--- src/hdl/nalsplit_pkg.sv ---
// ----------------------------------------------------------------------------
// nalsplit_pkg
// Shared types and constants for the Annex B NAL unit splitter.
// ----------------------------------------------------------------------------
package nalsplit_pkg;

    localparam int unsigned CFG_W   = 6;   // min_stream_length register width
    localparam int unsigned THR_W   = 7;   // compare width for byte count vs threshold
    localparam int unsigned WIN_N   = 4;   // look-ahead window depth

    localparam logic [CFG_W-1:0] MIN_LEN_RESET = 6'd4;

    localparam logic [7:0] BYTE_ZERO = 8'h00;
    localparam logic [7:0] BYTE_ONE  = 8'h01;
    localparam logic [7:0] TYPE_MASK = 8'h1F;

    typedef struct packed {
        logic [7:0] data_byte;
        logic       final_byte;
    } in_item_t;

    typedef struct packed {
        logic [7:0] payload_byte;
        logic [4:0] nal_type;
        logic       unit_first;
        logic       unit_last;
    } out_item_t;

    typedef enum logic [2:0] {
        DP_NOP,
        DP_FEED,
        DP_FIN_POS,
        DP_FIN_EMIT,
        DP_CLEAR
    } dp_op_t;

    typedef enum logic [1:0] {
        SRC_IN,
        SRC_RAM,
        SRC_HELD
    } dp_src_t;

    typedef struct packed {
        dp_op_t     op;
        dp_src_t    src;
        logic [1:0] pos;        // window slot for a finish-time position
        logic       hold_load;  // capture the incoming byte for the end of a release
        logic       ram_we;
        logic       ram_re;
    } dp_cmd_t;

    typedef struct packed {
        logic [2:0] fill;       // look-ahead window fill count, 0..4
        logic       out_free;   // result register can take a transfer this cycle
    } dp_sts_t;

endpackage

--- src/hdl/nalsplit_ram.sv ---
// ----------------------------------------------------------------------------
// nalsplit_ram
// Generic single-port-write, single-port-read RAM with registered read data.
// ----------------------------------------------------------------------------
module nalsplit_ram #(
    parameter int unsigned WIDTH = 8,
    parameter int unsigned DEPTH = 32
) (
    input  logic                     aclk,
    input  logic                     we,
    input  logic [$clog2(DEPTH)-1:0] waddr,
    input  logic [WIDTH-1:0]         wdata,
    input  logic                     re,
    input  logic [$clog2(DEPTH)-1:0] raddr,
    output logic [WIDTH-1:0]         rdata
);

    logic [WIDTH-1:0] mem [DEPTH];
    logic [WIDTH-1:0] rdata_reg;

    always_ff @(posedge aclk) begin
        if (we) begin
            mem[waddr] <= wdata;
        end
        if (re) begin
            rdata_reg <= mem[raddr];
        end
    end

    assign rdata = rdata_reg;

endmodule

--- src/hdl/nalsplit_dp.sv ---
// ----------------------------------------------------------------------------
// nalsplit_dp
// Datapath: hold buffer, look-ahead window, start code match, pending byte
// and result register.
// ----------------------------------------------------------------------------
module nalsplit_dp
    import nalsplit_pkg::*;
#(
    parameter int unsigned HOLD_DEPTH = 32
) (
    input  logic                          aclk,
    input  logic                          aresetn,
    input  dp_cmd_t                       cmd,
    input  logic [$clog2(HOLD_DEPTH)-1:0] ram_addr,
    input  logic [7:0]                    in_byte,
    output dp_sts_t                       sts,
    output logic                          m_valid,
    input  logic                          m_ready,
    output out_item_t                     m_data
);

    logic [7:0] ram_rdata;
    logic [7:0] held_reg;

    logic [7:0] win_reg  [WIN_N];
    logic [7:0] win_next [WIN_N];
    logic [2:0] fill_reg, fill_next;
    logic       inside_reg, inside_next;
    logic [4:0] type_reg, type_next;
    logic [2:0] skip_reg, skip_next;
    logic       pend_valid_reg, pend_valid_next;
    logic [7:0] pend_byte_reg, pend_byte_next;
    logic       pend_first_reg, pend_first_next;

    logic       emit;
    logic       emit_last;
    logic       m_valid_reg;
    out_item_t  m_data_reg;

    nalsplit_ram #(
        .WIDTH (8),
        .DEPTH (HOLD_DEPTH)
    ) u_hold (
        .aclk  (aclk),
        .we    (cmd.ram_we),
        .waddr (ram_addr),
        .wdata (in_byte),
        .re    (cmd.ram_re),
        .raddr (ram_addr),
        .rdata (ram_rdata)
    );

    always_comb begin
        logic [7:0] fb;
        logic [7:0] hb;
        logic       do_handle;
        logic       testable;
        logic       m3;
        logic       m4;

        fb        = in_byte;
        hb        = BYTE_ZERO;
        do_handle = 1'b0;
        testable  = 1'b0;
        m3        = 1'b0;
        m4        = 1'b0;

        win_next        = win_reg;
        fill_next       = fill_reg;
        inside_next     = inside_reg;
        type_next       = type_reg;
        skip_next       = skip_reg;
        pend_valid_next = pend_valid_reg;
        pend_byte_next  = pend_byte_reg;
        pend_first_next = pend_first_reg;
        emit            = 1'b0;
        emit_last       = 1'b0;

        unique case (cmd.src)
            SRC_IN:   fb = in_byte;
            SRC_RAM:  fb = ram_rdata;
            SRC_HELD: fb = held_reg;
            default:  fb = in_byte;
        endcase

        unique case (cmd.op)
            DP_FEED: begin
                win_next[0] = win_reg[1];
                win_next[1] = win_reg[2];
                win_next[2] = win_reg[3];
                win_next[3] = fb;
                fill_next   = (fill_reg == 3'(WIN_N)) ? fill_reg : fill_reg + 3'd1;
                if (fill_next == 3'(WIN_N)) begin
                    do_handle = 1'b1;
                    testable  = 1'b1;
                    hb        = win_next[0];
                end
            end
            DP_FIN_POS: begin
                do_handle = 1'b1;
                hb        = win_reg[cmd.pos];
            end
            DP_FIN_EMIT: begin
                emit      = pend_valid_reg;
                emit_last = 1'b1;
            end
            DP_CLEAR, DP_NOP: begin
            end
            default: begin
            end
        endcase

        if (do_handle) begin
            m3 = testable && win_next[0] == BYTE_ZERO && win_next[1] == BYTE_ZERO
                 && win_next[2] == BYTE_ONE;
            m4 = testable && win_next[0] == BYTE_ZERO && win_next[1] == BYTE_ZERO
                 && win_next[2] == BYTE_ZERO && win_next[3] == BYTE_ONE;
            if (skip_reg != 3'd0) begin
                // Header byte of the new unit lands on the last skipped position.
                if (skip_reg == 3'd1) begin
                    inside_next     = 1'b1;
                    type_next       = 5'(hb & TYPE_MASK);
                    pend_valid_next = 1'b1;
                    pend_byte_next  = hb;
                    pend_first_next = 1'b1;
                end
                skip_next = skip_reg - 3'd1;
            end else if (m3 || m4) begin
                // Start code closes the running unit.
                emit            = pend_valid_reg;
                emit_last       = 1'b1;
                pend_valid_next = 1'b0;
                skip_next       = m3 ? 3'd3 : 3'd4;
            end else if (inside_reg) begin
                emit            = pend_valid_reg;
                pend_valid_next = 1'b1;
                pend_byte_next  = hb;
                pend_first_next = 1'b0;
            end
        end

        if (cmd.op == DP_FIN_EMIT || cmd.op == DP_CLEAR) begin
            for (int i = 0; i < WIN_N; i++) begin
                win_next[i] = BYTE_ZERO;
            end
            fill_next       = 3'd0;
            inside_next     = 1'b0;
            type_next       = 5'd0;
            skip_next       = 3'd0;
            pend_valid_next = 1'b0;
        end
    end

    always_ff @(posedge aclk) begin
        if (!aresetn) begin
            for (int i = 0; i < WIN_N; i++) begin
                win_reg[i] <= BYTE_ZERO;
            end
            fill_reg       <= 3'd0;
            inside_reg     <= 1'b0;
            type_reg       <= 5'd0;
            skip_reg       <= 3'd0;
            pend_valid_reg <= 1'b0;
            m_valid_reg    <= 1'b0;
        end else begin
            win_reg        <= win_next;
            fill_reg       <= fill_next;
            inside_reg     <= inside_next;
            type_reg       <= type_next;
            skip_reg       <= skip_next;
            pend_valid_reg <= pend_valid_next;
            if (emit) begin
                m_valid_reg <= 1'b1;
            end else if (m_ready) begin
                m_valid_reg <= 1'b0;
            end
        end
    end

    always_ff @(posedge aclk) begin
        pend_byte_reg  <= pend_byte_next;
        pend_first_reg <= pend_first_next;
        if (cmd.hold_load) begin
            held_reg <= in_byte;
        end
        if (emit) begin
            m_data_reg.payload_byte <= pend_byte_reg;
            m_data_reg.nal_type     <= type_reg;
            m_data_reg.unit_first   <= pend_first_reg;
            m_data_reg.unit_last    <= emit_last;
        end
    end

    assign sts.fill     = fill_reg;
    assign sts.out_free = !m_valid_reg || m_ready;
    assign m_valid      = m_valid_reg;
    assign m_data       = m_data_reg;

endmodule

--- src/hdl/nalsplit_ctrl.sv ---
// ----------------------------------------------------------------------------
// nalsplit_ctrl
// Controller: hold phase counting, release burst sequencing and
// end-of-stream flush.
// ----------------------------------------------------------------------------
module nalsplit_ctrl
    import nalsplit_pkg::*;
#(
    parameter int unsigned HOLD_DEPTH = 32
) (
    input  logic                          aclk,
    input  logic                          aresetn,
    input  logic [CFG_W-1:0]              min_len,
    input  logic                          s_valid,
    output logic                          s_ready,
    input  logic                          s_final,
    input  dp_sts_t                       sts,
    output dp_cmd_t                       cmd,
    output logic [$clog2(HOLD_DEPTH)-1:0] ram_addr
);

    localparam int unsigned AW = $clog2(HOLD_DEPTH);
    localparam int unsigned CW = $clog2(HOLD_DEPTH + 1);

    typedef enum logic [2:0] {
        ST_IDLE,
        ST_REL_RD,
        ST_REL_FEED,
        ST_REL_LAST,
        ST_FIN,
        ST_FIN_EMIT
    } state_t;

    state_t         state_reg, state_next;
    logic           released_reg, released_next;
    logic [CW-1:0]  seen_reg, seen_next;
    logic [CW-1:0]  idx_reg, idx_next;
    logic           fin_reg, fin_next;
    logic [1:0]     pos_reg, pos_next;

    logic [THR_W-1:0] thr;
    logic [THR_W-1:0] depth_c;
    logic [2:0]       fin_start;
    logic             accept;

    assign depth_c   = THR_W'(HOLD_DEPTH);
    assign thr       = (THR_W'(min_len) > depth_c) ? depth_c : THR_W'(min_len);
    assign fin_start = (sts.fill >= 3'(WIN_N)) ? 3'd1 : 3'(WIN_N) - sts.fill;
    assign s_ready   = (state_reg == ST_IDLE) && sts.out_free;
    assign accept    = s_valid && s_ready;

    always_comb begin
        state_next    = state_reg;
        released_next = released_reg;
        seen_next     = seen_reg;
        idx_next      = idx_reg;
        fin_next      = fin_reg;
        pos_next      = pos_reg;
        cmd           = '{op: DP_NOP, src: SRC_IN, pos: 2'd0,
                          hold_load: 1'b0, ram_we: 1'b0, ram_re: 1'b0};
        ram_addr      = seen_reg[AW-1:0];

        unique case (state_reg)
            ST_IDLE: begin
                if (accept) begin
                    if (released_reg) begin
                        cmd.op = DP_FEED;
                        if (s_final) begin
                            pos_next   = 2'd1;
                            state_next = ST_FIN;
                        end
                    end else if (THR_W'(seen_reg) >= thr) begin
                        cmd.hold_load = 1'b1;
                        released_next = 1'b1;
                        fin_next      = s_final;
                        idx_next      = '0;
                        state_next    = ST_REL_RD;
                    end else if (s_final) begin
                        cmd.op    = DP_CLEAR;
                        seen_next = '0;
                    end else begin
                        cmd.ram_we = 1'b1;
                        seen_next  = seen_reg + CW'(1);
                    end
                end
            end
            ST_REL_RD: begin
                ram_addr = idx_reg[AW-1:0];
                if (idx_reg == seen_reg) begin
                    state_next = ST_REL_LAST;
                end else begin
                    cmd.ram_re = 1'b1;
                    state_next = ST_REL_FEED;
                end
            end
            ST_REL_FEED: begin
                if (sts.out_free) begin
                    cmd.op     = DP_FEED;
                    cmd.src    = SRC_RAM;
                    idx_next   = idx_reg + CW'(1);
                    state_next = ST_REL_RD;
                end
            end
            ST_REL_LAST: begin
                if (sts.out_free) begin
                    cmd.op  = DP_FEED;
                    cmd.src = SRC_HELD;
                    if (fin_reg) begin
                        pos_next   = 2'd1;
                        state_next = ST_FIN;
                    end else begin
                        state_next = ST_IDLE;
                    end
                end
            end
            ST_FIN: begin
                if (sts.out_free) begin
                    if ({1'b0, pos_reg} >= fin_start) begin
                        cmd.op  = DP_FIN_POS;
                        cmd.pos = pos_reg;
                    end
                    if (pos_reg == 2'd3) begin
                        state_next = ST_FIN_EMIT;
                    end else begin
                        pos_next = pos_reg + 2'd1;
                    end
                end
            end
            ST_FIN_EMIT: begin
                if (sts.out_free) begin
                    cmd.op        = DP_FIN_EMIT;
                    released_next = 1'b0;
                    seen_next     = '0;
                    state_next    = ST_IDLE;
                end
            end
            default: begin
                state_next = ST_IDLE;
            end
        endcase
    end

    always_ff @(posedge aclk) begin
        if (!aresetn) begin
            state_reg    <= ST_IDLE;
            released_reg <= 1'b0;
            seen_reg     <= '0;
            idx_reg      <= '0;
            fin_reg      <= 1'b0;
            pos_reg      <= 2'd0;
        end else begin
            state_reg    <= state_next;
            released_reg <= released_next;
            seen_reg     <= seen_next;
            idx_reg      <= idx_next;
            fin_reg      <= fin_next;
            pos_reg      <= pos_next;
        end
    end

endmodule

--- src/hdl/annexb_nal_unit_splitter_top.sv ---
// ----------------------------------------------------------------------------
// annexb_nal_unit_splitter_top
// Splits an H.264 Annex B byte stream into NAL unit bytes tagged with type
// and first/last markers.
// ----------------------------------------------------------------------------
// Usage:
//   s_* channel: one stream byte per transfer, final_byte set on the last one.
//   m_* channel: one NAL unit byte per transfer with its 5-bit type and
//   first/last flags. Bytes before the first start code are dropped.
//   cfg_wr_en/cfg_wr_data: write min_stream_length (reset 4) while idle.
// Timing:
//   The first bytes of a stream sit in the hold buffer until the count passes
//   min_stream_length (capped at HOLD_DEPTH). The byte that releases them
//   starts a burst that feeds each held byte and then itself, driven by the hold
//   buffer's single registered read port. After that one byte is taken per cycle
//   while the result register has room. A byte is tested once three more bytes
//   have entered the four-byte look-ahead window, and its result is loaded when
//   the next position tells whether it ends a unit, so a result trails its own
//   byte by at least four stream bytes. The final byte adds a flush of the window
//   that drains the untested tail. A short stream yields no transfers.
// Reset: clears all stream state; min_stream_length returns to 4.
// Stall: one result register; while m_ready is low and it is full, s_ready
//   drops and every datapath step holds; only a hold buffer read may go on.
// ----------------------------------------------------------------------------
module annexb_nal_unit_splitter_top
    import nalsplit_pkg::*;
#(
    parameter int unsigned HOLD_DEPTH = 32
) (
    input  logic             aclk,
    input  logic             aresetn,
    input  logic             cfg_wr_en,
    input  logic [CFG_W-1:0] cfg_wr_data,
    input  logic             s_valid,
    output logic             s_ready,
    input  in_item_t         s_data,
    output logic             m_valid,
    input  logic             m_ready,
    output out_item_t        m_data
);

    localparam int unsigned AW = $clog2(HOLD_DEPTH);

    logic [CFG_W-1:0] min_len_reg;
    dp_cmd_t          cmd;
    dp_sts_t          sts;
    logic [AW-1:0]    ram_addr;

    // Threshold register; write it only while the block is idle.
    always_ff @(posedge aclk) begin
        if (!aresetn) begin
            min_len_reg <= MIN_LEN_RESET;
        end else if (cfg_wr_en) begin
            min_len_reg <= cfg_wr_data;
        end
    end

    // Sequencer: decides per cycle which datapath step runs.
    nalsplit_ctrl #(
        .HOLD_DEPTH (HOLD_DEPTH)
    ) u_ctrl (
        .aclk     (aclk),
        .aresetn  (aresetn),
        .min_len  (min_len_reg),
        .s_valid  (s_valid),
        .s_ready  (s_ready),
        .s_final  (s_data.final_byte),
        .sts      (sts),
        .cmd      (cmd),
        .ram_addr (ram_addr)
    );

    // Window, matcher, pending byte and result register.
    nalsplit_dp #(
        .HOLD_DEPTH (HOLD_DEPTH)
    ) u_dp (
        .aclk     (aclk),
        .aresetn  (aresetn),
        .cmd      (cmd),
        .ram_addr (ram_addr),
        .in_byte  (s_data.data_byte),
        .sts      (sts),
        .m_valid  (m_valid),
        .m_ready  (m_ready),
        .m_data   (m_data)
    );

    // Any step that can produce a result only runs with room in the result register.
    a_emit_room: assert property (@(posedge aclk) disable iff (!aresetn)
        (cmd.op == DP_FEED || cmd.op == DP_FIN_POS || cmd.op == DP_FIN_EMIT)
        |-> sts.out_free)
        else $error("datapath step issued while result register full");

    // End-of-stream flush leaves an empty window for the next stream.
    a_flush_clears: assert property (@(posedge aclk) disable iff (!aresetn)
        cmd.op == DP_FIN_EMIT |=> sts.fill == 3'd0)
        else $error("window not cleared after stream end");

    // Window fill never exceeds its depth.
    a_fill_range: assert property (@(posedge aclk) disable iff (!aresetn)
        sts.fill <= 3'(WIN_N))
        else $error("window fill count out of range");

    // Hold buffer is never written and read in the same cycle.
    a_ram_excl: assert property (@(posedge aclk) disable iff (!aresetn)
        cmd.ram_we |-> !cmd.ram_re && cmd.op == DP_NOP)
        else $error("hold buffer write overlaps another step");

endmodule

--- config.mk ---
export PLATFORM = sky130hd
export DESIGN_NAME = annexb_nal_unit_splitter_top
export DESIGN_NICKNAME = d
export VERILOG_FILES = /design/src/hdl/nalsplit_pkg.sv /design/src/hdl/nalsplit_ram.sv /design/src/hdl/nalsplit_dp.sv /design/src/hdl/nalsplit_ctrl.sv /design/src/hdl/annexb_nal_unit_splitter_top.sv
export SDC_FILE = /design/constraint.sdc
export NUM_CORES = 1
export LEC_CHECK = 0
export BUFFER_PORTS_ARGS = -buffer_cell sky130_fd_sc_hd__buf_2
export CAP_MARGIN = 20
export CORE_UTILIZATION = 55
export CTS_BUF_LIST = sky130_fd_sc_hd__clkbuf_16
export DETAILED_ROUTE_END_ITERATION = 8
export PLACE_DENSITY = 0.71
export SYNTH_ARGS = -nofsm -noshare
export SYNTH_HDL_FRONTEND = slang
export SYNTH_SLANG_ARGS = --single-unit
--- constraint.sdc ---
create_clock -name aclk -period 5.95 [get_ports aclk]
set_clock_uncertainty 0.1 [all_clocks]
set_input_delay 0.8925 -clock aclk [delete_from_list [all_inputs] [get_ports aclk]]
set_output_delay 0.8925 -clock aclk [all_outputs]
set_load 0.01 [all_outputs]
After elaboration in Yosys (flattened, before gate mapping)
Memory sizes are Yosys's and may differ from the RTL's. A register that Yosys moved wholly into a read port is not among the register bits.
Index checks and enable logic that the tools add are counted.
- memories kept: 1
- bits in writable memories: 256
- output and inout bits: 17
- word-level logic and storage cells: 206
- bits in registers: 103
- memory list (name ; words ; width ; rd ports ; clocked after memory_dff ; wr ports ; RTL line ; text):
    u_dp.u_hold.mem ; 32 ; 8 ; 1 ; 1 ; 1 ; nalsplit_ram.sv:18 ; logic [WIDTH-1:0] mem [DEPTH];
- bitwise gates (word level): 3
- equal/unequal tests: 35
- reductions and logical operators: 34
- add/subtract/negate cells: 6
- multiplexer cells: 98
- order comparisons: 5
- operators with widths (cell ; number):
    $mux 3 ; 22
    $mux 6 ; 10
    $mux 8 ; 7
    $mux 32 ; 1
    $pmux 8 s2 ; 2
    $mux 1 ; 31
    $mux 2 ; 15
    $logic_not 8->1 ; 3
    $pmux 6 s2 ; 2
    $ne 2x1->1 const B ; 9
    $pmux 3 s6 ; 1
    $bmux 8 s2 ; 1
    $eq 8x1->1 const B ; 2
    $reduce_and 8->1 ; 2
    $eq 3x3->1 const B ; 5
    $pmux 3 s5 ; 1
    $add 6x1->6 const B ; 2
    $eq 3x2->1 const B ; 4
    $ne 2x2->1 const B ; 6
    $reduce_and 5->1 ; 2
    $reduce_bool 2->1 ; 5
    $eq 3x1->1 const B ; 3
    $reduce_and 3->1 ; 3
    $reduce_bool 3->1 ; 3
    26 further kinds ; 39

Longest topological paths before layout
Gate-level depths: netlist (run 1).
- word-level depth: 19
- depth in mapped cells: 14
- depth with buffers taken out: 12

Cells and area by module
A second synthesis (run 1) with hierarchy kept.
- cells, all modules: 989
- area total of the unflattened synthesis: 15506.1 um2
- by module, submodules not included (module ; area an instance (um2) ; cells each ; instances ; sequential area each (um2)):
    nalsplit_ram ; 10133.5 ; 417 ; 1 ; 7927.6
    nalsplit_dp ; 3583.4 ; 346 ; 1 ; 1881.8
    nalsplit_ctrl ; 1562.7 ; 207 ; 1 ; 380.4
    annexb_nal_unit_splitter_top ; 226.5 ; 19 ; 1 ; 120.1

Worst setup path before layout (run 1)
Ideal clock, no wire load.
- path type: input-to-reg
- start point: input m_ready
- end point: register u_dp.m_data_reg, in the netlist u_dp.m_data[0], enable pin
- setup slack: 2046 ps
- required time: 5477 ps
- arrival: 3431 ps
- stages on the path: 11
- setup time: 373 ps
- cell sequence: nor2b_1 > buf_2 > or4_1 > ha_1 > clkbuf_1 > a221oi_1 > o22ai_1 > nor4_1 > o31ai_1 > nand3b_1 > and3_1
- cells in the longest elaborated chain, start to end: 16
- elaborated cells on any way between the ends: 35
- classes of those cells: eq/ne (7); mux (16); reduce/logical (12)
- RTL lines (item ; RTL line ; text):
    start: declaration ; annexb_nal_unit_splitter_top.sv:38 ; input logic m_ready,
    $logic_or 1x1->1 (*) ; nalsplit_dp.sv:195 ; assign sts.out_free = !m_valid_reg || m_ready;
    $logic_and 1x1->1 ; nalsplit_ctrl.sv:49 ; assign s_ready = (state_reg == ST_IDLE) && sts.out_free;
    $logic_and 1x1->1 ; nalsplit_ctrl.sv:50 ; assign accept = s_valid && s_ready;
    $mux 3 ; nalsplit_ctrl.sv:65 ; if (accept) begin
    $pmux 3 s5 ; nalsplit_ctrl.sv:63 ; unique case (state_reg)
    $eq 3x1->1 ; nalsplit_dp.sv:86 ; unique case (cmd.op)
    $mux 32 ; nalsplit_dp.sv:86 ;
    $logic_not 8->1 ; nalsplit_dp.sv:114, nalsplit_dp.sv:116 ;
    $logic_and 1x1->1 (2 in a row) ; nalsplit_dp.sv:114, nalsplit_dp.sv:116 ;
    $logic_and 1x1->1 (2 in a row) ; nalsplit_dp.sv:117 ; && win_next[2] == BYTE_ZERO && win_next[3] == BYTE_ONE;
    $logic_or 1x1->1 ; nalsplit_dp.sv:128 ; end else if (m3 || m4) begin
    $mux 1 ; nalsplit_dp.sv:128 ;
    $mux 1 ; nalsplit_dp.sv:118 ; if (skip_reg != 3'd0) begin
    $mux 1 (*) ; nalsplit_dp.sv:113 ; if (do_handle) begin
    named net u_dp.emit ; nalsplit_dp.sv:35 ; logic emit;
    end: declaration ; nalsplit_dp.sv:38 ; out_item_t m_data_reg;
Mark *: on every way through the listed nets, which the timed path passes. The rest lies on a longest branch.
A chain may end at the register's enable or synchronous reset.

Final worst setup path (run 1)
- start point: register u_dp.fill_reg[0]
- end point: register u_dp.pend_byte_reg[6], enable pin
- cells in the longest elaborated chain, start to end: 16
- elaborated cells on any way between the ends: 30
- classes of those cells: add/sub (2); order compare (2); eq/ne (7); mux (9); reduce/logical (10)
- RTL lines (item ; RTL line ; text):
    start: declaration ; nalsplit_dp.sv:27 ; logic [2:0] fill_reg, fill_next;
    start signal: assignment ; nalsplit_dp.sv:167 ; fill_reg <= fill_next;
    $sub 3x3->3 / $ge 3x3->1 (equally long branches) ; nalsplit_ctrl.sv:48 ; assign fin_start = (sts.fill >= 3'(WIN_N)) ? 3'd1 : 3'(WIN_N) - sts.fill;
    $mux 3 ; nalsplit_ctrl.sv:48 ;
    $ge 2x3->1 ; nalsplit_ctrl.sv:118 ; if ({1'b0, pos_reg} >= fin_start) begin
    $mux 2 ; nalsplit_ctrl.sv:118 ;
    $mux 3 ; nalsplit_ctrl.sv:117 ; if (sts.out_free) begin
    $pmux 3 s5 ; nalsplit_ctrl.sv:63 ;
    $eq 3x1->1 ; nalsplit_dp.sv:86 ;
    $mux 32 ; nalsplit_dp.sv:86 ;
    $logic_not 8->1 ; nalsplit_dp.sv:114, nalsplit_dp.sv:116 ;
    $logic_and 1x1->1 (2 in a row) ; nalsplit_dp.sv:114, nalsplit_dp.sv:116 ;
    $logic_and 1x1->1 (2 in a row) ; nalsplit_dp.sv:117 ;
    $logic_or 1x1->1 ; nalsplit_dp.sv:128 ;
    $ne 2x1->1 (no source line) ; n/a ;
    $reduce_and 4->1 (no source line) (*) ; n/a ;
    end signal: assignment ; nalsplit_dp.sv:181 ; pend_byte_reg <= pend_byte_next;
    end: declaration ; nalsplit_dp.sv:32 ; logic [7:0] pend_byte_reg, pend_byte_next;
Mark *: on every way between the ends. The rest lies on a longest branch, timed or not.

==> impl_metrics.csv, run 1 <==
group,metric,value,unit
pwr,leakagePower,5.59,nW
worst_setup_path,crit_required,6000,ps
die,fp.dieH,169,um
synthesis,ys_ff_latch,367,
worst_setup_path,cpMostUsedCell,"ha_1",
routing,top_layer_used,"met4",
sta,min_period,4370,ps
finish,area_growth,11.0,%
sta,clock.fmax,0.229,GHz
placed_design,dpl.hpwl,20700,um
synthesis,muxShareOfSynthArea,0.101,
die,die_area,28500,sq um
synthesis,synthCells,1074,
routing,ant_nets,0,
synthesis,synth_compound_gate_area_share,0.0860,
synthesis,synth_area,15300,sq um
clocking,cts_setup_buffers,0,
sta,rsz0062_at_grt,"no",
synthesis,synth_fa_ha_area_frac,0.0155,
placed_design,post-place-ws,1370,ps
placed_design,gp_congestion,0.887,
synthesis,synthArstFlopShare,0,
sta,fin_tns_setup,0,ps
routing,via_per_inst,6.02,
worst_setup_path,cp-start-kind,"flop",
clocking,clk_latency,530,ps
worst_setup_path,arrival,4420,ps
die,start_util,0.564,
flow_run,maxCapViolCount,0,
synthesis,synth_warnings,0,
worst_setup_path,cp_max_fo,12,
sta,finalCritPeriodShare,0.735,
global_routing,grt_max_degree,45,
finish,final_cell_mix,"edfxtp_1 (296), nand2_1 (114), nor2_1 (87)",
clocking,h-tree-depth,2,
finish,num-fill-cells,2009,
global_routing,grt_usage,0.232,
die,rows,60,
worst_setup_path,cp_slowest_cell,"a2111oi_4",
synthesis,ys.flop_type,"edfxtp_1",
die,fp.dieW,169,um
sta,setup_ws,1580,ps
routing,wl_met3,2100,um
routing,drt_iter0_drc,812,
worst_hold_path,hold_path.class,"reg2reg",
clocking,cts_num_sinks,367,
sta,max_slew.worst_pin.slew,896,ps
finish,drive_above_1_share,0.154,
clocking,cts_tree,"built",
synthesis,synth-edff-count,296,
global_routing,antenna_found_initial,0,
sta,setup_viol,0,
finish,nets,1145,
pwr,powerDensity,368,nW/um^2
routing,met1_length,14300,um
pwr,ir_worst_vdd,0.000303,V
routing,wl_per_cell,21.5,um
routing,via_count,9073,
worst_setup_path,cp_num_buf_inv,1,
worst_setup_path,path_class,"reg2reg",
clocking,ctsResizeCount,0,
finish,antenna_cells,0,
sta,drv_slew,0,
synthesis,synth_xor_area_frac,0.00743,
global_routing,grt_remaining_overflow,0,
clocking,root_buffer,"clkbuf_16",
synthesis,synth_cell_types,62,
synthesis,synthSimpleGateAreaFrac,0.0913,
finish,final_common_cell,"edfxtp_1",
worst_setup_path,crit_path_cell_trace,"inv_1 > ha_1 > ha_1 > a211o_1 > ha_1 > nand2b_1 > a21oi_1 > a2111oi_4 > a21oi_2 > nor4b_4 > a21oi_1 > nor2_1",
synthesis,ys_seq_area_frac,0.673,
sta,slew_headroom,0.400,
clocking,clk_pin_slew,60,ps
routing,dr.pass1.iters,6,
status,outcome,"finished, final reports clean",
clocking,clockBufferDepth,3,
synthesis,synth_top_family_by_area,"multiplexers",
synthesis,syn-num-nets,1113,
finish,largest_register_ffs,256,
placed_design,port_buffers,36,
global_routing,grt_pass1_wl,50400,um
clocking,ctsHoldBuffers,0,
die,ios,37,
routing,wl_met2,15100,um
clocking,cts_buffers,38,
synthesis,synth.avg_cell_area,14.3,sq um
routing,drc,0,
routing,wirelength,32400,um
worst_setup_path,endpoint_kind,"flop",
worst_setup_path,cp_top_family,"compound AO/OA/AOI/OAI gates",
die,coreArea,27200,sq um
global_routing,grt_pass1_vias,8920,
worst_setup_path,max_stage_delay,680,ps
sta,hold_violations,0,
report_power, final:
part | total, mW | switching, mW | internal [mW]
logic | 1.01 | 0.596 | 0.416
clock network | 2.36 | 0.984 | 1.38
registers | 2.89 | 0.0611 | 2.83
kinds of logic after synthesis:
family | Yosys count
and+or+nand+nor | 302
muxes | 99
adders and majority gates | 19
AOI/OAI and AO/OA | 197
buffers and inverters | 77
DFF | 367
xor gates and xnor gates | 13
area by class of cell:
class / count / area, sq um / share of cell area
Clock buffer: 39 / 976 / 0.0574
Clock inverter: 31 / 272 / 0.0160
Inverter: 24 / 90.1 / 0.00530
Multi-Input combinational cell: 630 / 4630 / 0.272
Sequential cell: 367 / 10300 / 0.606
Tap cell: 372 / 465 / 0.0274
Timing Repair Buffer: 45 / 260 / 0.0153
per-stage QoR:
step / total power, mW / hold WS [ps] / cells / area, sq um / utilization
3_5_place_dp: 3.96 / 305 / 1438 / 15800 / 0.580
2_1_floorplan: 3.74 / 300 / 1074 / 15300 / -
5_1_grt: 6.47 / 322 / 1508 / 17000 / 0.626
6_report: 6.26 / 317 / 1508 / 17000 / 0.626
3_3_place_gp: 3.94 / 305 / 1438 / 15800 / 0.580
4_1_cts: 6.30 / 319 / 1508 / 17000 / 0.626
routing by layer:
metal,up-vias,GRT usage
met5,-,0
met3,64,0.0433
met4,0,0.0794
met2,347,0.368
li1,4170,-
met1,4492,0.326
synthesized netlist by cell type (all sizes together), types with 3 or more instances:
cell type,count,area (sq um)
edfxtp,296,8890
nand2,116,440
nor2,87,327
a21oi,74,374
dfxtp,71,1420
mux4,43,968
mux2i,42,420
clkbuf,29,111
o21ai,26,130
buf,24,198
inv,24,90.1
nor2b,23,144
a22oi,21,158
ha,19,238
nor3,19,95.1
nor4,15,93.8
mux2,14,161
a211oi,13,118
a22o,11,96.3
nand3,9,45.0
o22ai,9,56.3
xnor2,9,78.8
o211ai,8,65.1
a221oi,7,61.3
nand2b,6,37.5
nand4,6,37.5
o32ai,5,43.8
a211o,4,35.0
nand3b,4,30.0
o21a,4,30.0
xor2,4,35.0
and2,3,18.8
nor4b,3,41.3
or3,3,18.8
worst paths after layout:
kind                           end                  start  slack (ps)  depth (start not counted)
max          u_dp.pend_byte_reg[6]       u_dp.fill_reg[0]        1580                         12
min                 u_dp.m_data[7]  u_dp.pend_byte_reg[0]         320                          0
min reg2reg         u_dp.m_data[7]  u_dp.pend_byte_reg[0]         320                          0
max reg2reg  u_dp.pend_byte_reg[6]       u_dp.fill_reg[0]        1580                         12
No activity file was read; power rests on OpenSTA's default activity.
==> inputs of run 2 (changes only) <==
Settings changed: ABC_AREA set to 1.
Clock period 5.95 ns to 4.08 ns, I/O delays scaled along.
==> impl_metrics.csv, run 2 <==
group,metric,value,unit
synthesis,ys.flop_type,"edfxtp_1",
routing,drc,0,
die,die_area,28300,sq um
synthesis,synth_fa_ha_area_frac,0.0157,
finish,final_cell_count_no_fill,1765,
worst_setup_path,arrival,3620,ps
die,ios,37,
sta,setup_ws,524,ps
die,fp.dieH,168,um
placed_design,port_buffers,36,
die,coreArea,27000,sq um
clocking,clockBufferDepth,3,
synthesis,synth.largest_area_cell,"edfxtp_1",
finish,final_cell_mix,"edfxtp_1 (296), nand2_1 (189), a22oi_1 (129)",
pwr,comb_power_share,0.238,
worst_setup_path,cp_top_family,"simple AND/OR/NAND/NOR gates",
pwr,ir_worst_vdd,0.000387,V
synthesis,synth_warnings,0,
pwr,powerDensity,596,nW/um^2
global_routing,antenna_found_initial,0,
status,outcome,"finished, final reports clean",
synthesis,synth_top_family_by_area,"compound AO/OA/AOI/OAI gates",
synthesis,muxShareOfSynthArea,0,
global_routing,grt_pass1_wl,53900,um
worst_setup_path,reg2reg_depth,20,
worst_setup_path,max_stage_delay,490,ps
global_routing,grt_usage,0.249,
worst_setup_path,crit_path_cell_trace,"nand3_1 > nor2_1 > inv_1 > ha_1 > clkinv_1 > nand3_1 > o21ai_0 > nand2_1 > nand2_1 > nor2_1 > nand2_1 > nor2_1 > nand2_1 > nand2_1 > nand2_1 > nand3_1 > nand2_1 > nand2_1 > nand2_1 > inv_1",
clocking,root_buffer,"clkbuf_16",
global_routing,grt_pass1_vias,10000,
synthesis,synth_xor_area_frac,0.00115,
worst_setup_path,cp_num_buf_inv,3,
clocking,clk_latency,530,ps
sta,rsz0062_at_grt,"no",
synthesis,ys_top_cells_by_count,"edfxtp_1 (296), nand2_1 (189), a22oi_1 (129)",
clocking,cts_buffers,37,
worst_setup_path,endpoint_kind,"flop",
worst_hold_path,hold_depth,3,
finish,final_common_cell,"edfxtp_1",
synthesis,ys_ff_latch,367,
synthesis,synth-edff-count,296,
placed_design,placed_cells,1698,
synthesis,synth_area,15200,sq um
worst_hold_path,hold_path.class,"in2reg",
worst_setup_path,cp_slowest_cell,"dfxtp_1",
sta,slew_headroom,0.520,
clocking,cts_tree,"built",
worst_setup_path,cp-start-kind,"flop",
worst_setup_path,cp_max_fo,15,
routing,via_per_inst,5.94,
synthesis,synthCells,1310,
die,rows,60,
finish,stdcell_area,17300,sq um
routing,ant_nets,0,
worst_setup_path,cpMostUsedCell,"nand2_1",
routing,dr.pass1.iters,5,
clocking,cts_num_sinks,367,
sta,setup_viol,0,
sta,min_period,3560,ps
worst_setup_path,worstSetupPathDepth,20,
synthesis,synthSimpleGateAreaFrac,0.124,
routing,wl_per_cell,19.4,um
sta,max_slew.worst_pin.slew,718,ps
pwr,p_seq_frac,0.421,
finish,nets,1435,
synthesis,synth_cell_types,44,
clocking,ctsResizeCount,0,
pwr,leakagePower,6.30,nW
pwr,internal_power,7.16,mW
sta,finalCritPeriodShare,0.872,
routing,wirelength,34300,um
die,fp.dieW,168,um
sta,drv_slew,0,
synthesis,syn-num-nets,1349,
placed_design,post-place-ws,334,ps
synthesis,ys_seq_area_frac,0.679,
finish,area_growth,14.2,%
pwr,p_clk_frac,0.341,
routing,drt_iter0_drc,1149,
finish,antenna_cells,0,
sta,fin_tns_setup,0,ps
synthesis,synth_compound_gate_area_share,0.132,
sta,hold_violations,0,
finish,drive_above_1_share,0.132,
clocking,cts_setup_buffers,0,
flow_run,maxCapViolCount,0,
pwr,switchingPower,3.17,mW
worst_setup_path,crit_required,4140,ps
synthesis,synth_top_area_frac,0.585,
global_routing,grt_max_degree,44,
synthesis,synthArstFlopShare,0,
die,start_util,0.562,
synthesis,synth.most_common_cell,"edfxtp_1",
placed_design,gp_congestion,0.896,
sta,clock.fmax,0.281,GHz
routing,via_count,10500,
placed_design,dpl.hpwl,22500,um
worst_setup_path,path_class,"reg2reg",
pwr,p_sw_frac,0.307,
clocking,ctsHoldBuffers,0,
clocking,clk_pin_slew,60,ps
synthesis,synth.avg_cell_area,11.6,sq um
placed_design,placed_area,16100,sq um
global_routing,grt_remaining_overflow,0,
clocking,h-tree-depth,2,
synthesis,synth_area_leaders,"edfxtp_1 (59%), dfxtp_1 (9.4%), a22oi_1 (6.4%), nand2_1 (4.7%), a21oi_1 (3.2%)",
finish,largest_register_ffs,256,
-- run 2: cell count changes in the layout (fill, tap and decap cells not counted), moves of 13 or more --
cell,previous run,this run
a21oi_1,73,98
a22oi_1,21,129
buf_4,8,66
inv_1,30,113
mux2_2,13,0
mux2i_1,42,0
mux4_2,43,0
nand2_1,114,189
nand3_1,9,42
nor2_1,87,123
nor2b_1,23,0
o21ai_0,26,47
-- run 2: metrics by stage --
step | util | hold WS, ps | total power [mW]
2_1_floorplan | - | 300 | 6.10
3_3_place_gp | 0.595 | 305 | 6.84
3_5_place_dp | 0.595 | 307 | 6.87
4_1_cts | 0.642 | 205 | 10.4
5_1_grt | 0.642 | 218 | 10.8
6_report | 0.642 | 217 | 10.3
-- run 2: final timing paths --
path	slack [ps]	from	endpoint
setup / recovery	520	u_ctrl.state_reg[1]	u_dp.m_data[13]
hold / removal	220	cfg_wr_data[2]	min_len_reg[2]
setup reg to reg	520	u_ctrl.state_reg[1]	u_dp.m_data[13]
hold reg to reg	320	u_dp.pend_byte_reg[0]	u_dp.m_data[7]
-- run 2: power by group through the flow --
stage	Combinational, mW	Clock, mW	Sequential (mW)
3_3_place_gp	2.42	0	4.42
4_1_cts	2.46	3.57	4.35
2_1_floorplan	1.73	0	4.38
3_5_place_dp	2.45	0	4.43
6_report	2.46	3.52	4.35
5_1_grt	2.72	3.70	4.36
-- run 2: cells by family after synthesis --
logic type | count (synthesis)
DFF | 367
AOI/OAI and AO/OA | 319
and+or+nand+nor | 431
buffers and inverters | 172
adders and majority gates | 19
xor gates and xnor gates | 2
-- run 2: area by class of cell --
cell class / count / area [sq um]
clock buffer: 37 / 926
clock inverter: 30 / 343
fill: 2025 / 9680
inverter: 114 / 428
multi-input combinational: 771 / 4170
sequential: 367 / 10300
tap: 341 / 427
timing repair buffer: 105 / 736
-- run 2: metal layers --
layer,track usage,vias up,part of all wire,wire length (um)
met5,0,-,0,0
met4,0.0980,0,0.032,1110
met3,0.0444,76,0.080,2750
met2,0.401,443,0.47,16200
met1,0.338,5045,0.41,14200
li1,-,4912,-,-
-- run 2: worst register-to-register path, cell delays in order (launching register included) --
cell and delay, ps:
dfxtp_1 490, nand3_1 210, nor2_1 180, inv_1 60
ha_1 410, clkinv_1 250, nand3_1 140, o21ai_0 90
nand2_1 80, nand2_1 80, nor2_1 110, nand2_1 60
nor2_1 80, nand2_1 70, nand2_1 100, nand2_1 80
nand3_1 90, nand2_1 50, nand2_1 50, nand2_1 70
inv_1 380
==> inputs of run 3 (changes only) <==
Settings changed: CELL_PAD_IN_SITES_DETAIL_PLACEMENT set to 0, CELL_PAD_IN_SITES_GLOBAL_PLACEMENT set to 1, CORE_UTILIZATION 55 to 51, PLACE_DENSITY 0.71 to not set, PLACE_DENSITY_LB_ADDON set to 0.1.
==> impl_metrics.csv, run 3 (synthesis gave the netlist of run 2 again) <==
group,metric,value,unit
status,outcome,"finished, final reports clean",
sta,fin_tns_setup,0,ps
pwr,p_seq_frac,0.432,
routing,dr.pass1.iters,5,
finish,nets,1432,
worst_setup_path,reg2reg_depth,14,
finish,stdcell_area,17200,sq um
finish,multi_input_area,4170,sq um
finish,drive_above_1_share,0.126,
pwr,powerDensity,581,nW/um^2
sta,setup_viol,0,
worst_setup_path,cp_max_fo,8,
die,start_util,0.523,
worst_setup_path,rrSetupSlack,510,ps
clocking,cts_tree,"built",
finish,final_cell_count_no_fill,1804,
global_routing,grt_pass1_vias,10000,
clocking,cts_buffers,39,
clocking,clk_pin_slew,60,ps
finish,utilization,0.594,
pwr,p_clk_frac,0.322,
worst_hold_path,hold_path.class,"in2reg",
routing,via_count,10200,
worst_setup_path,cp_num_buf_inv,2,
placed_design,dpl.hpwl,23300,um
sta,max_slew.worst_pin.slew,723,ps
clocking,h-tree-depth,2,
global_routing,grt_remaining_overflow,0,
worst_setup_path,r2r-start,"min_len_reg[1]",
sta,setup_ws,508,ps
clocking,cts_num_sinks,367,
clocking,ctsResizeCount,0,
sta,hold_ws,207,ps
worst_setup_path,path_class,"reg2reg",
clocking,ctsHoldBuffers,0,
pwr,internal_power,6.84,mW
routing,ant_nets,0,
global_routing,antenna_found_initial,3,
worst_hold_path,hold_depth,3,
finish,num-fill-cells,2430,
placed_design,port_buffers,36,
sta,hold_violations,0,
worst_setup_path,cpMostUsedCell,"nand2_1",
die,die_area,30500,sq um
pwr,ir_worst_vdd,0.000412,V
flow_run,maxCapViolCount,0,
worst_setup_path,cp_slowest_cell,"nor2_1",
worst_setup_path,max_stage_delay,700,ps
worst_hold_path,hp-start,"cfg_wr_data[2]",
worst_setup_path,arrival,3620,ps
pwr,leakagePower,6.25,nW
routing,wirelength,36200,um
finish,seq_area,10300,sq um
pwr,p_sw_frac,0.318,
routing,drc,0,
finish,final_cell_mix,"edfxtp_1 (296), nand2_1 (189), a22oi_1 (129)",
die,rows,62,
clocking,clk_latency,540,ps
clocking,root_buffer,"clkbuf_16",
die,ios,37,
worst_setup_path,crit_path_cell_trace,"nor2_1 > nand2_1 > o21ai_0 > nand2_1 > ha_1 > a21oi_1 > o21ai_0 > nand4_1 > and3_1 > inv_1 > nor4_1 > buf_4 > nand2_1 > nor2_1",
routing,via_per_inst,5.66,
die,fp.dieW,175,um
placed_design,placed_area,16100,sq um
placed_design,placed_cells,1736,
pwr,comb_power_share,0.246,
worst_setup_path,cp_top_family,"simple AND/OR/NAND/NOR gates",
finish,largest_register_ffs,256,
worst_setup_path,cp-start-kind,"flop",
global_routing,grt_usage,0.242,
routing,wl_per_cell,20.1,um
worst_setup_path,crit_required,4130,ps
die,fp.dieH,175,um
routing,drt_iter0_drc,804,
finish,area_growth,13.6,%
placed_design,gp_congestion,0.809,
finish,final_common_cell,"edfxtp_1",
clocking,cts_setup_buffers,0,
global_routing,grt_max_degree,49,
worst_hold_path,holdPathEnd,"min_len_reg[2]",
pwr,switchingPower,3.19,mW
sta,slew_headroom,0.516,
sta,min_period,3570,ps
worst_setup_path,r2r_end,"u_dp.u_hold.mem[14][3]",
sta,clock.fmax,0.280,GHz
worst_setup_path,endpoint_kind,"flop",
pwr,power,10.0,mW
sta,drv_slew,0,
global_routing,grt_pass1_wl,56200,um
sta,rsz0062_at_grt,"no",
die,coreArea,29000,sq um
placed_design,post-place-ws,446,ps
clocking,clockBufferDepth,3,
sta,finalCritPeriodShare,0.876,
[run 3: layer usage]
layer	up-vias	routed length, um	track usage
met5	-	0	0
met4	0	950	0.0772
met3	61	2250	0.0378
met2	313	17700	0.404
met1	4930	15400	0.324
li1	4909	-	-
[run 3: how the worst max path moves through the flow]
stage               cells past startpoint  slack, ps           startpoint                      to
floorplan                              18        560              m_ready   u_dp.pend_byte_reg[0]
global placement                       21        490              m_ready         u_dp.m_data[14]
detailed placement                     21        450              m_ready         u_dp.m_data[14]
CTS                                    14        530       min_len_reg[1]  u_dp.u_hold.mem[14][3]
global route                           21        150  u_ctrl.state_reg[1]         u_dp.m_data[14]
finish                                 14        510       min_len_reg[1]  u_dp.u_hold.mem[14][3]
[run 3: worst register-to-register path, cell delays in order (launching register included)]
cell,delay [ps]
dfxtp_1,320
nor2_1,100
nand2_1,50
o21ai_0,180
nand2_1,90
ha_1,310
a21oi_1,140
o21ai_0,90
nand4_1,70
and3_1,200
inv_1,70
nor4_1,250
buf_4,210
nand2_1,340
nor2_1,710
[run 3: power by group through the flow]
stage               Clock [mW]  Sequential [mW]  Combinational, mW
global placement             0             4.41               2.46
floorplan                    0             4.38               1.73
detailed placement           0             4.41               2.48
global route              3.43             4.35               2.75
finish                    3.22             4.33               2.47
CTS                       3.29             4.33               2.49
[run 3: cell type report]
class	instances	area share
sequential	367	0.598
inverter	114	0.0248
multi-input combinational	771	0.242
tap	384	0.0279
antenna	2	0.000290
clock buffer	40	0.0581
clock inverter	26	0.00914
timing repair buffer	100	0.0398
